[src/aotcf_pkg.sv]
package aotcf_pkg;

  localparam int DEPTH       = 16;
  localparam int HANDLE_BITS = 16;

  localparam int HANDLE_W = 16;
  localparam int STAMP_W  = 32;
  localparam int STATUS_W = 2;

  localparam int PTR_W   = (DEPTH > 1) ? $clog2(DEPTH) : 1;
  localparam int CNT_W   = $clog2(DEPTH + 1);
  localparam int STORE_W = (HANDLE_BITS < HANDLE_W) ? HANDLE_BITS : HANDLE_W;

  typedef enum logic [STATUS_W-1:0] {
    ST_ENQUEUED = 2'd0,
    ST_DEQUEUED = 2'd1,
    ST_EMPTY    = 2'd2,
    ST_FULL     = 2'd3
  } status_t;

  typedef enum logic {
    OP_ENQUEUE = 1'b0,
    OP_DEQUEUE = 1'b1
  } op_t;

  typedef enum logic {
    KIND_FIRST  = 1'b0,
    KIND_SECOND = 1'b1
  } kind_t;

endpackage

[src/age_ordered_two_class_fifo_top.sv]
// Two-class FIFO with oldest-first dequeue.
// Input channel (in_valid/in_ready) carries one request per transfer:
// operation selects enqueue or dequeue; kind and item_handle give the class
// and handle of an enqueued item and are ignored on a dequeue.
// Every request gives exactly one result on the output channel
// (out_valid/out_ready): status, out_kind, out_handle and out_stamp.
// An enqueue stamps the handle with a shared 32-bit wrapping counter; a
// dequeue returns the head whose stamp is older (ties go to the first class).
// The request is worked out in the cycle it is taken and the result sits in
// the output register from the next cycle on.
// Throughput is one request per cycle while the receiver does not stall; the
// queue state is read and updated by one pass of logic on the head and tail
// entries and the stamp counter. A new request is taken whenever the output
// register is empty or is being drained in the same cycle, so a stalled
// receiver holds the result and stops the input side after at most one result is waiting.
// Reset (synchronous, active high) empties both queues, zeroes the stamp
// counter and drops out_valid; queue storage is not cleared.
module age_ordered_two_class_fifo_top (
  input  logic                               clk,
  input  logic                               rst,
  input  logic                               in_valid,
  output logic                               in_ready,
  input  logic                               operation,
  input  logic                               kind,
  input  logic [aotcf_pkg::HANDLE_W-1:0]     item_handle,
  output logic                               out_valid,
  input  logic                               out_ready,
  output logic [aotcf_pkg::STATUS_W-1:0]     status,
  output logic                               out_kind,
  output logic [aotcf_pkg::HANDLE_W-1:0]     out_handle,
  output logic [aotcf_pkg::STAMP_W-1:0]      out_stamp
);
  import aotcf_pkg::*;

  logic [STORE_W-1:0] first_handles  [DEPTH];
  logic [STAMP_W-1:0] first_stamps   [DEPTH];
  logic [STORE_W-1:0] second_handles [DEPTH];
  logic [STAMP_W-1:0] second_stamps  [DEPTH];

  logic [PTR_W-1:0]   first_head, first_tail, second_head, second_tail;
  logic [CNT_W-1:0]   first_count, second_count;
  logic [STAMP_W-1:0] next_stamp;

  logic               in_fire;
  logic               first_empty, second_empty, first_full, second_full;
  logic [STAMP_W-1:0] first_head_stamp, second_head_stamp, stamp_diff;
  logic               take_first;
  logic               do_enq_first, do_enq_second, do_deq_first, do_deq_second;
  status_t            status_next;
  logic               out_kind_next;
  logic [HANDLE_W-1:0] out_handle_next;
  logic [STAMP_W-1:0] out_stamp_next;

  function automatic logic [PTR_W-1:0] ptr_inc(input logic [PTR_W-1:0] p);
    if (p == PTR_W'(DEPTH - 1)) begin
      return '0;
    end
    return p + PTR_W'(1);
  endfunction

  assign in_ready = !out_valid || out_ready;
  assign in_fire  = in_valid && in_ready;

  assign first_empty  = (first_count == '0);
  assign second_empty = (second_count == '0);
  assign first_full   = (first_count == CNT_W'(DEPTH));
  assign second_full  = (second_count == CNT_W'(DEPTH));

  assign first_head_stamp  = first_stamps[first_head];
  assign second_head_stamp = second_stamps[second_head];
  assign stamp_diff        = second_head_stamp - first_head_stamp;

  always_comb begin
    take_first      = 1'b0;
    do_enq_first    = 1'b0;
    do_enq_second   = 1'b0;
    do_deq_first    = 1'b0;
    do_deq_second   = 1'b0;
    status_next     = ST_EMPTY;
    out_kind_next   = KIND_FIRST;
    out_handle_next = '0;
    out_stamp_next  = '0;
    if (operation == OP_ENQUEUE) begin
      if ((kind == KIND_FIRST && first_full) || (kind == KIND_SECOND && second_full)) begin
        status_next = ST_FULL;
      end else begin
        status_next    = ST_ENQUEUED;
        out_stamp_next = next_stamp;
        do_enq_first   = in_fire && (kind == KIND_FIRST);
        do_enq_second  = in_fire && (kind == KIND_SECOND);
      end
    end else if (!(first_empty && second_empty)) begin
      if (first_empty) begin
        take_first = 1'b0;
      end else if (second_empty) begin
        take_first = 1'b1;
      end else begin
        // second class only wins when strictly older
        take_first = !stamp_diff[STAMP_W-1];
      end
      status_next = ST_DEQUEUED;
      if (take_first) begin
        out_kind_next   = KIND_FIRST;
        out_handle_next = HANDLE_W'(first_handles[first_head]);
        out_stamp_next  = first_head_stamp;
        do_deq_first    = in_fire;
      end else begin
        out_kind_next   = KIND_SECOND;
        out_handle_next = HANDLE_W'(second_handles[second_head]);
        out_stamp_next  = second_head_stamp;
        do_deq_second   = in_fire;
      end
    end
  end

  always_ff @(posedge clk) begin
    if (do_enq_first) begin
      first_handles[first_tail] <= item_handle[STORE_W-1:0];
      first_stamps[first_tail]  <= next_stamp;
    end
    if (do_enq_second) begin
      second_handles[second_tail] <= item_handle[STORE_W-1:0];
      second_stamps[second_tail]  <= next_stamp;
    end
  end

  always_ff @(posedge clk) begin
    if (rst) begin
      first_head   <= '0;
      first_tail   <= '0;
      first_count  <= '0;
      second_head  <= '0;
      second_tail  <= '0;
      second_count <= '0;
      next_stamp   <= '0;
    end else begin
      if (do_enq_first || do_enq_second) begin
        next_stamp <= next_stamp + STAMP_W'(1);
      end
      if (do_enq_first) begin
        first_tail  <= ptr_inc(first_tail);
        first_count <= first_count + CNT_W'(1);
      end
      if (do_deq_first) begin
        first_head  <= ptr_inc(first_head);
        first_count <= first_count - CNT_W'(1);
      end
      if (do_enq_second) begin
        second_tail  <= ptr_inc(second_tail);
        second_count <= second_count + CNT_W'(1);
      end
      if (do_deq_second) begin
        second_head  <= ptr_inc(second_head);
        second_count <= second_count - CNT_W'(1);
      end
    end
  end

  always_ff @(posedge clk) begin
    if (rst) begin
      out_valid <= 1'b0;
    end else if (in_ready) begin
      out_valid <= in_valid;
    end
  end

  always_ff @(posedge clk) begin
    if (in_fire) begin
      status     <= status_next;
      out_kind   <= out_kind_next;
      out_handle <= out_handle_next;
      out_stamp  <= out_stamp_next;
    end
  end

`ifndef SYNTHESIS
  a_first_count_bound: assert property (@(posedge clk) disable iff (rst)
    first_count <= CNT_W'(DEPTH))
    else $error("first queue count above depth");

  a_second_count_bound: assert property (@(posedge clk) disable iff (rst)
    second_count <= CNT_W'(DEPTH))
    else $error("second queue count above depth");

  a_stamp_advance: assert property (@(posedge clk) disable iff (rst)
    (do_enq_first || do_enq_second) |=> next_stamp == $past(next_stamp) + STAMP_W'(1))
    else $error("stamp counter did not advance on enqueue");

  a_deq_one_side: assert property (@(posedge clk) disable iff (rst)
    !(do_deq_first && do_deq_second) && !(do_enq_first && do_enq_second))
    else $error("both queues updated by one transfer");
`endif

endmodule

[config.mk]
export PLATFORM = sky130hd
export DESIGN_NAME = age_ordered_two_class_fifo_top
export DESIGN_NICKNAME = d
export VERILOG_FILES = /design/src/aotcf_pkg.sv /design/src/age_ordered_two_class_fifo_top.sv
export SDC_FILE = /design/constraint.sdc
export NUM_CORES = 1
export LEC_CHECK = 0
export BUFFER_PORTS_ARGS = -buffer_cell sky130_fd_sc_hd__buf_2
export CAP_MARGIN = 20
export CORE_MARGIN = 2
export CORE_UTILIZATION = 45
export DETAILED_ROUTE_END_ITERATION = 8
export SLEW_MARGIN = 15
export SYNTH_ARGS = -nofsm -noshare
export SYNTH_HDL_FRONTEND = slang
export SYNTH_SLANG_ARGS = --single-unit
[constraint.sdc]
create_clock -name clk -period 12 [get_ports clk]
set_input_delay 3.6 -clock clk [delete_from_list [all_inputs] [get_ports clk]]
set_output_delay 3.6 -clock clk [all_outputs]
set_load 0.05 [all_outputs]
==> results.sh, run 1 <==
export IMPL_crit_required_ps=8400
export IMPL_fin_crit_ps=7739
export IMPL_ys_async_sr_fraction_pct=0
export IMPL_cp_num_buf_inv=2
export IMPL_root_buffer="clkbuf_16"
export IMPL_gp_congestion=0.8080
export IMPL_drtAntennaViolNets=0
export IMPL_yosysTopAreaCell="edfxtp_1"
export IMPL_power_leakage_nw=23.07
export IMPL_die_area_um2=145600
export IMPL_synth_edff_count=1587
export IMPL_die_h_um=381.6
export IMPL_final_area_um2=72390
export IMPL_drv_slew=0
export IMPL_yosysTopAreaCellShare_pct=74.28
export IMPL_diodes=0
export IMPL_dp_cells=4835
export IMPL_synth_area_um2=64160
export IMPL_first_pass_iters=5
export IMPL_setup_worst_path_end_class="output pin"
export IMPL_syn_num_nets=2979
export IMPL_stdcell_count=5134
export IMPL_holdPathStages=2
export IMPL_final_util_pct=51.13
export IMPL_clock_latency_ps=790
export IMPL_drt_iter0_markers=3514
export IMPL_sw_frac_of_total_pct=24.10
export IMPL_io_buffers=74
export IMPL_tritoncts="done"
export IMPL_r2r_slack_ps=4780
export IMPL_worstMarginPinSlew_ps=1195
export IMPL_grt_pass1_wl_mm=224.2
export IMPL_p_int_mw=9.646
export IMPL_p_sw_mw=3.064
export IMPL_setup_tns_ps=0
export IMPL_synthDistinctLibCells=60
export IMPL_rows=138
export IMPL_path_common_cell="buf_2"
export IMPL_slowest_delay_ps=290
export IMPL_grt_total_usage_pct=21.47
export IMPL_initial_utilization_pct=45.31
export IMPL_clockBufferDepth=3
export IMPL_holdBufCountCts=0
export IMPL_dp_hpwl_mm=87.35
export IMPL_routedWlPerCell_um=30.24
export IMPL_multi_input_area_um2=14630
export IMPL_ys_flop_type="edfxtp_1"
export IMPL_synth_seq_cells=1654
export IMPL_core_area_um2=141600
export IMPL_r2r_end="out_stamp[26]$_DFFE_PP_"
export IMPL_status="complete, no violations"
export IMPL_setup_violations=0
export IMPL_setup_slack_ps=4261
export IMPL_grt_max_degree=110
export IMPL_grt_pass1_vias=31072
export IMPL_peakVddDrop_uv=140.6
export IMPL_ioPinCount=75
export IMPL_critical_path_top_delay_family="buffers and inverters"
export IMPL_path_cells="buf_2 > nand2b_1 > buf_2"
export IMPL_maxCapViolations=0
export IMPL_vias=30543
export IMPL_clock_sinks=1654
export IMPL_syn_instance_count=2912
export IMPL_clock_skew_ps=34.66
export IMPL_routed_wl_mm=155.3
export IMPL_crit_slowest_cell="buf_2"
export IMPL_yosys_warnings=0
export IMPL_synth_avg_cell_area_um2=22.03
export IMPL_drc_errors=0
export IMPL_r2r_cells=15
export IMPL_fin_nets=3178
export IMPL_hold_viol_final=0
export IMPL_place_ws_ps=3697
export IMPL_cp_max_fo=3
export IMPL_hold_class="flip-flop to flip-flop"
export IMPL_regArea_um2=49030
export IMPL_area_growth_pct=12.83
export IMPL_critPathLaunchType="primary input"
export IMPL_path_class="primary input to output pin"
export IMPL_p_per_area_nw_per_um2=175.6
export IMPL_p_clk_share_pct=38.3
export IMPL_place_area_um2=67330
export IMPL_seq_area_frac_synth_pct=76.37
export IMPL_drive_above_1_share_pct=28.39
export IMPL_fillers=11076
export IMPL_h_tree_depth=4
export IMPL_gr_total_overflow=0
export IMPL_post_cts_buffers=0
export IMPL_fmax_mhz=129.2
export IMPL_cts_buffers=164
export IMPL_clk_pin_slew_worst_paths_ps=60
export IMPL_hold_start="second_tail[1]$_SDFFE_PP0P_"
export IMPL_rsz0062_at_grt="false"
export IMPL_min_to="second_tail[1]$_SDFFE_PP0P_"
export IMPL_synthTopCellsByArea="edfxtp_1, mux4_2, dfxtp_1"
export IMPL_antenna_found_initial=5
export IMPL_maxSlewHeadroom_pct=20.19
export IMPL_routed_via_density=5.949
export IMPL_die_w_um=381.6
export IMPL_cp_arrival_ps=4140
export IMPL_period_share_pct=64.49
export IMPL_post_cts_resized=0
export IMPL_p_seq_share_pct=50.7
export IMPL_comb_power_share_pct=11.0
## layout by cell type, fill, tap and decap left out, drive strengths merged, types with 17 or more instances in the layout
| master | n |
|---|---|
| clkinv | 84 |
| clkbuf | 198 |
| dfxtp | 67 |
| xor2 | 30 |
| mux2i | 56 |
| nor2 | 83 |
| inv | 50 |
| ha | 45 |
| mux4 | 464 |
| buf | 175 |
| and2 | 17 |
| a21oi | 66 |
| o21ai | 47 |
| edfxtp | 1587 |
| nand2 | 112 |
| nor3 | 20 |
## synthesized netlist by cell type (5+ instances only)
master and count:
a211oi_1 14, a21o_1 5, a21oi_1 65, a31oi_1 5, and2_1 15, and3_1 9
buf_1 44, buf_2 14, buf_6 6, clkbuf_1 78, dfxtp_1 67, edfxtp_1 1587
ha_1 45, inv_1 43, mux2i_1 56, mux4_2 464, nand2_1 112, nand2b_1 6
nand3_1 15, nand4_1 14, nor2_1 80, nor2b_1 6, nor3_1 19, o21ai_0 13
o21ai_1 33, o31ai_1 5, or3_1 8, xnor2_1 9, xor2_1 30
## final cells by class
type                            instances  share of cell area (%)
Inverter                               45                  0.2351
Clock inverter                        101                   1.027
Sequential cell                      1654                   67.73
Clock buffer                          198                   5.960
Timing Repair Buffer                  175                   1.576
Tap cell                             1890                   3.267
Multi-Input combinational cell       1071                   20.21
## how the worst max path moves through the flow
stage                     startpoint                             to  cells after the start
final                      out_ready                       in_ready                      3
after CTS                  out_ready                       in_ready                      3
after global routing       out_ready                       in_ready                      3
after global placement          kind  first_handles[5][5]$_DFFE_PP_                      9
after detailed placement        kind  first_handles[5][2]$_DFFE_PP_                      9
after floorplan            out_ready  first_handles[3][0]$_DFFE_PP_                      8
## worst register-to-register path, cell delays in order (launching register included)
cell	delay, ps
dfxtp_4	690
buf_4	640
buf_4	670
mux4_2	610
mux4_2	520
inv_1	80
ha_1	210
nand4_1	360
nor4_1	730
o31a_1	270
nor4_2	90
o32ai_4	240
buf_4	420
buf_4	600
mux2i_1	310
o21ai_1	500
## state kept, by name, indices dropped and copies added, names as in the netlist, named ones only
name and count:
first_count 5, first_handles 256, first_head 4, first_stamps 512
first_tail 4, next_stamp 32, out_handle 16, out_kind 1
out_stamp 32, out_valid 1, second_count 5, second_handles 256
second_head 4, second_stamps 512, second_tail 4, status 2
## power groups by stage
stage / clock [mW] / sequential, mW / combinational [mW]
floorplan: 0 / 6.66 / 0.874
global placement: 0 / 6.56 / 1.38
detailed placement: 0 / 6.57 / 1.40
CTS: 4.96 / 6.45 / 1.40
global route: 5.19 / 6.45 / 1.48
finish: 4.87 / 6.44 / 1.39
## metal layers
layer  wire length, um  GRT usage (%)
met4              3038          5.359
met5                 0              0
met2             74160          33.55
met1             66810          31.75
met3             11260          3.615
## through the flow
stage / power [mW] / hold slack, ps
floorplan: 7.536 / 475.9
global placement: 7.947 / 487.8
detailed placement: 7.966 / 515.8
CTS: 12.81 / 527.2
global route: 13.12 / 538.9
finish: 12.71 / 530.5
## cell families after synthesis
group | Yosys count | synth area share, %
AOI/OAI and AO/OA | 162 | 1.619
xor gates and xnor gates | 40 | 0.5578
adders and majority gates | 45 | 0.8776
buffers and inverters | 187 | 1.192
DFF | 1654 | 76.37
muxes | 522 | 17.20
and+or+nand+nor | 302 | 2.178
Power figures use the tool's default switching activity.
==> run 2, diff against run 1 <==
Clock period 12 ns to 6.3 ns, I/O delays scaled along.
==> run 2 against run 1 <==
  * Largest cell class unchanged
  * Non-clock buffer count is 8 higher
  * Clock skew is 5.9 ps lower
  * Highest routed layer unchanged
  * Routed wire length is 2.8% higher
==> results.sh, run 2 (same netlist as run 1, synthesis figures left out) <==
export IMPL_status="complete, no violations"
export IMPL_antenna_found_initial=2
export IMPL_maxCapViolations=0
export IMPL_min_to="out_valid$_SDFFE_PP0N_"
export IMPL_grt_total_usage_pct=22.04
export IMPL_fin_crit_ps=5845
export IMPL_multi_input_area_um2=14680
export IMPL_die_w_um=381.6
export IMPL_path_class="flip-flop to flip-flop"
export IMPL_fin_nets=3188
export IMPL_h_tree_depth=4
export IMPL_hold_class="flip-flop to flip-flop"
export IMPL_sw_frac_of_total_pct=23.74
export IMPL_dp_hpwl_mm=82.38
export IMPL_p_clk_share_pct=38.6
export IMPL_place_ws_ps=503.6
export IMPL_gr_total_overflow=0
export IMPL_setup_violations=0
export IMPL_comb_power_share_pct=11.3
export IMPL_r2r_end="first_count[4]$_SDFFE_PP0P_"
export IMPL_critPathLaunchType="flip-flop"
export IMPL_holdPathStages=2
export IMPL_grt_pass1_wl_mm=228.4
export IMPL_setup_tns_ps=0
export IMPL_worstMarginPinSlew_ps=1071
export IMPL_ioPinCount=75
export IMPL_rsz0062_at_grt="false"
export IMPL_rows=138
export IMPL_drt_iter0_markers=3503
export IMPL_area_growth_pct=14.37
export IMPL_final_area_um2=73380
export IMPL_clk_pin_slew_worst_paths_ps=60
export IMPL_wl_met3_mm=11.49
export IMPL_grt_max_degree=58
export IMPL_clock_skew_ps=28.72
export IMPL_die_h_um=381.6
export IMPL_drc_errors=0
export IMPL_drtAntennaViolNets=0
export IMPL_die_area_um2=145600
export IMPL_period_share_pct=92.78
export IMPL_setup_worst_path_end_class="flip-flop"
export IMPL_place_area_um2=68020
export IMPL_routed_via_density=6.030
export IMPL_fillers=10982
export IMPL_clock_latency_ps=800
export IMPL_regArea_um2=49050
export IMPL_io_buffers=74
export IMPL_core_area_um2=141600
export IMPL_crit_required_ps=6970
export IMPL_clock_sinks=1654
export IMPL_tritoncts="done"
export IMPL_fmax_mhz=171.1
export IMPL_wl_met2_mm=78.46
export IMPL_hold_start="out_valid$_SDFFE_PP0N_"
export IMPL_r2r_slack_ps=460
export IMPL_p_int_mw=18.64
export IMPL_top_layer="met4"
export IMPL_hold_viol_final=0
export IMPL_post_cts_buffers=0
export IMPL_r2r_cells=17
export IMPL_drv_slew=0
export IMPL_cp_arrival_ps=6510
export IMPL_cts_buffers=166
export IMPL_setup_slack_ps=455.1
export IMPL_vias=30998
export IMPL_drive_above_1_share_pct=29.17
export IMPL_grt_pass1_vias=31627
export IMPL_post_cts_resized=0
export IMPL_routedWlPerCell_um=31.05
export IMPL_mostFrequentLayoutCell="edfxtp_1"
export IMPL_reg_top3="first_stamps (512), second_stamps (512)"
export IMPL_p_per_area_nw_per_um2=333.2
export IMPL_root_buffer="clkbuf_16"
export IMPL_holdBufCountCts=0
export IMPL_most_common_layout_cells="edfxtp_1, mux4_2, clkbuf_16"
export IMPL_p_sw_mw=5.804
export IMPL_peakVddDrop_uv=345.2
export IMPL_cp_max_fo=21
export IMPL_gp_congestion=0.7861
export IMPL_power_leakage_nw=23.31
export IMPL_initial_utilization_pct=45.31
export IMPL_maxSlewHeadroom_pct=28.53
export IMPL_first_pass_iters=6
export IMPL_wl_met1_mm=66.31
export IMPL_routed_wl_mm=159.6
export IMPL_p_seq_share_pct=50.0
export IMPL_clockBufferDepth=3
## run 2: cell count changes in the layout (fill, tap and decap cells not counted), sizes merged
cell / change
clkinv: -25
clkbuf: +24
buf: +8
clkinvlp: -2
bufinv: +1
diode: +1
## run 2: final cells by class
cell class                 count  share of cell area, %
antenna                        1               0.003410
clock buffer                 222                  6.192
clock inverter                75                 0.8577
inverter                      45                 0.2319
multi-input combinational   1071                  20.00
sequential                  1654                  66.84
tap                         1890                  3.223
timing repair buffer         183                  2.648
## run 2: worst max-delay path by stage
stage | start | end | slack (ps) | cells after the start
after global placement | flip-flop | first_count[4]$_SDFFE_PP0P_ | 540 | 17
final | flip-flop | first_count[4]$_SDFFE_PP0P_ | 460 | 17
after CTS | flip-flop | first_count[4]$_SDFFE_PP0P_ | 470 | 17
after detailed placement | flip-flop | first_count[4]$_SDFFE_PP0P_ | 500 | 17
after floorplan | out_ready | second_handles[12][0]$_DFFE_PP_ | -200 | 6
after global routing | flip-flop | first_count[4]$_SDFFE_PP0P_ | 260 | 17
## run 2: per-layer routing
metal	up-vias	GRT usage, %
met3	234	4.089
met2	1322	35.91
met5	-	0
met4	0	5.395
met1	16834	31.03
li1	12608	-
## run 2: power groups by stage
| stage | Clock, mW | Sequential [mW] | Combinational, mW |
|---|---|---|---|
| 2_1_floorplan | 0 | 12.7 | 1.67 |
| 3_3_place_gp | 0 | 12.5 | 2.77 |
| 3_5_place_dp | 0 | 12.5 | 2.78 |
| 4_1_cts | 9.62 | 12.2 | 2.80 |
| 5_1_grt | 10.0 | 12.2 | 2.94 |
| 6_report | 9.45 | 12.2 | 2.77 |
## run 2: stage by stage
step                cells  hold WS (ps)  total power, mW  utilization, %
CTS                  5129         522.3            24.65           51.69
floorplan            2912         475.9            14.35               -
detailed placement   4832         501.8            15.24           48.04
finish               5141         525.8            24.45           51.82
global route         5140         551.9            25.22           51.82
global placement     4832         477.4            15.23           48.04
## run 2: critical path, stage by stage, from the launching register on
cell	delay [ps]
dfxtp_4	500
buf_12	250
mux4_2	540
mux4_2	520
ha_1	330
a21oi_1	130
a21boi_0	220
o31a_1	440
o31a_1	320
nor4_2	710
o32ai_4	170
nor2_2	240
xor2_1	110
ha_1	280
o31a_1	270
nor4_1	260
a221oi_2	80
mux2_4	300
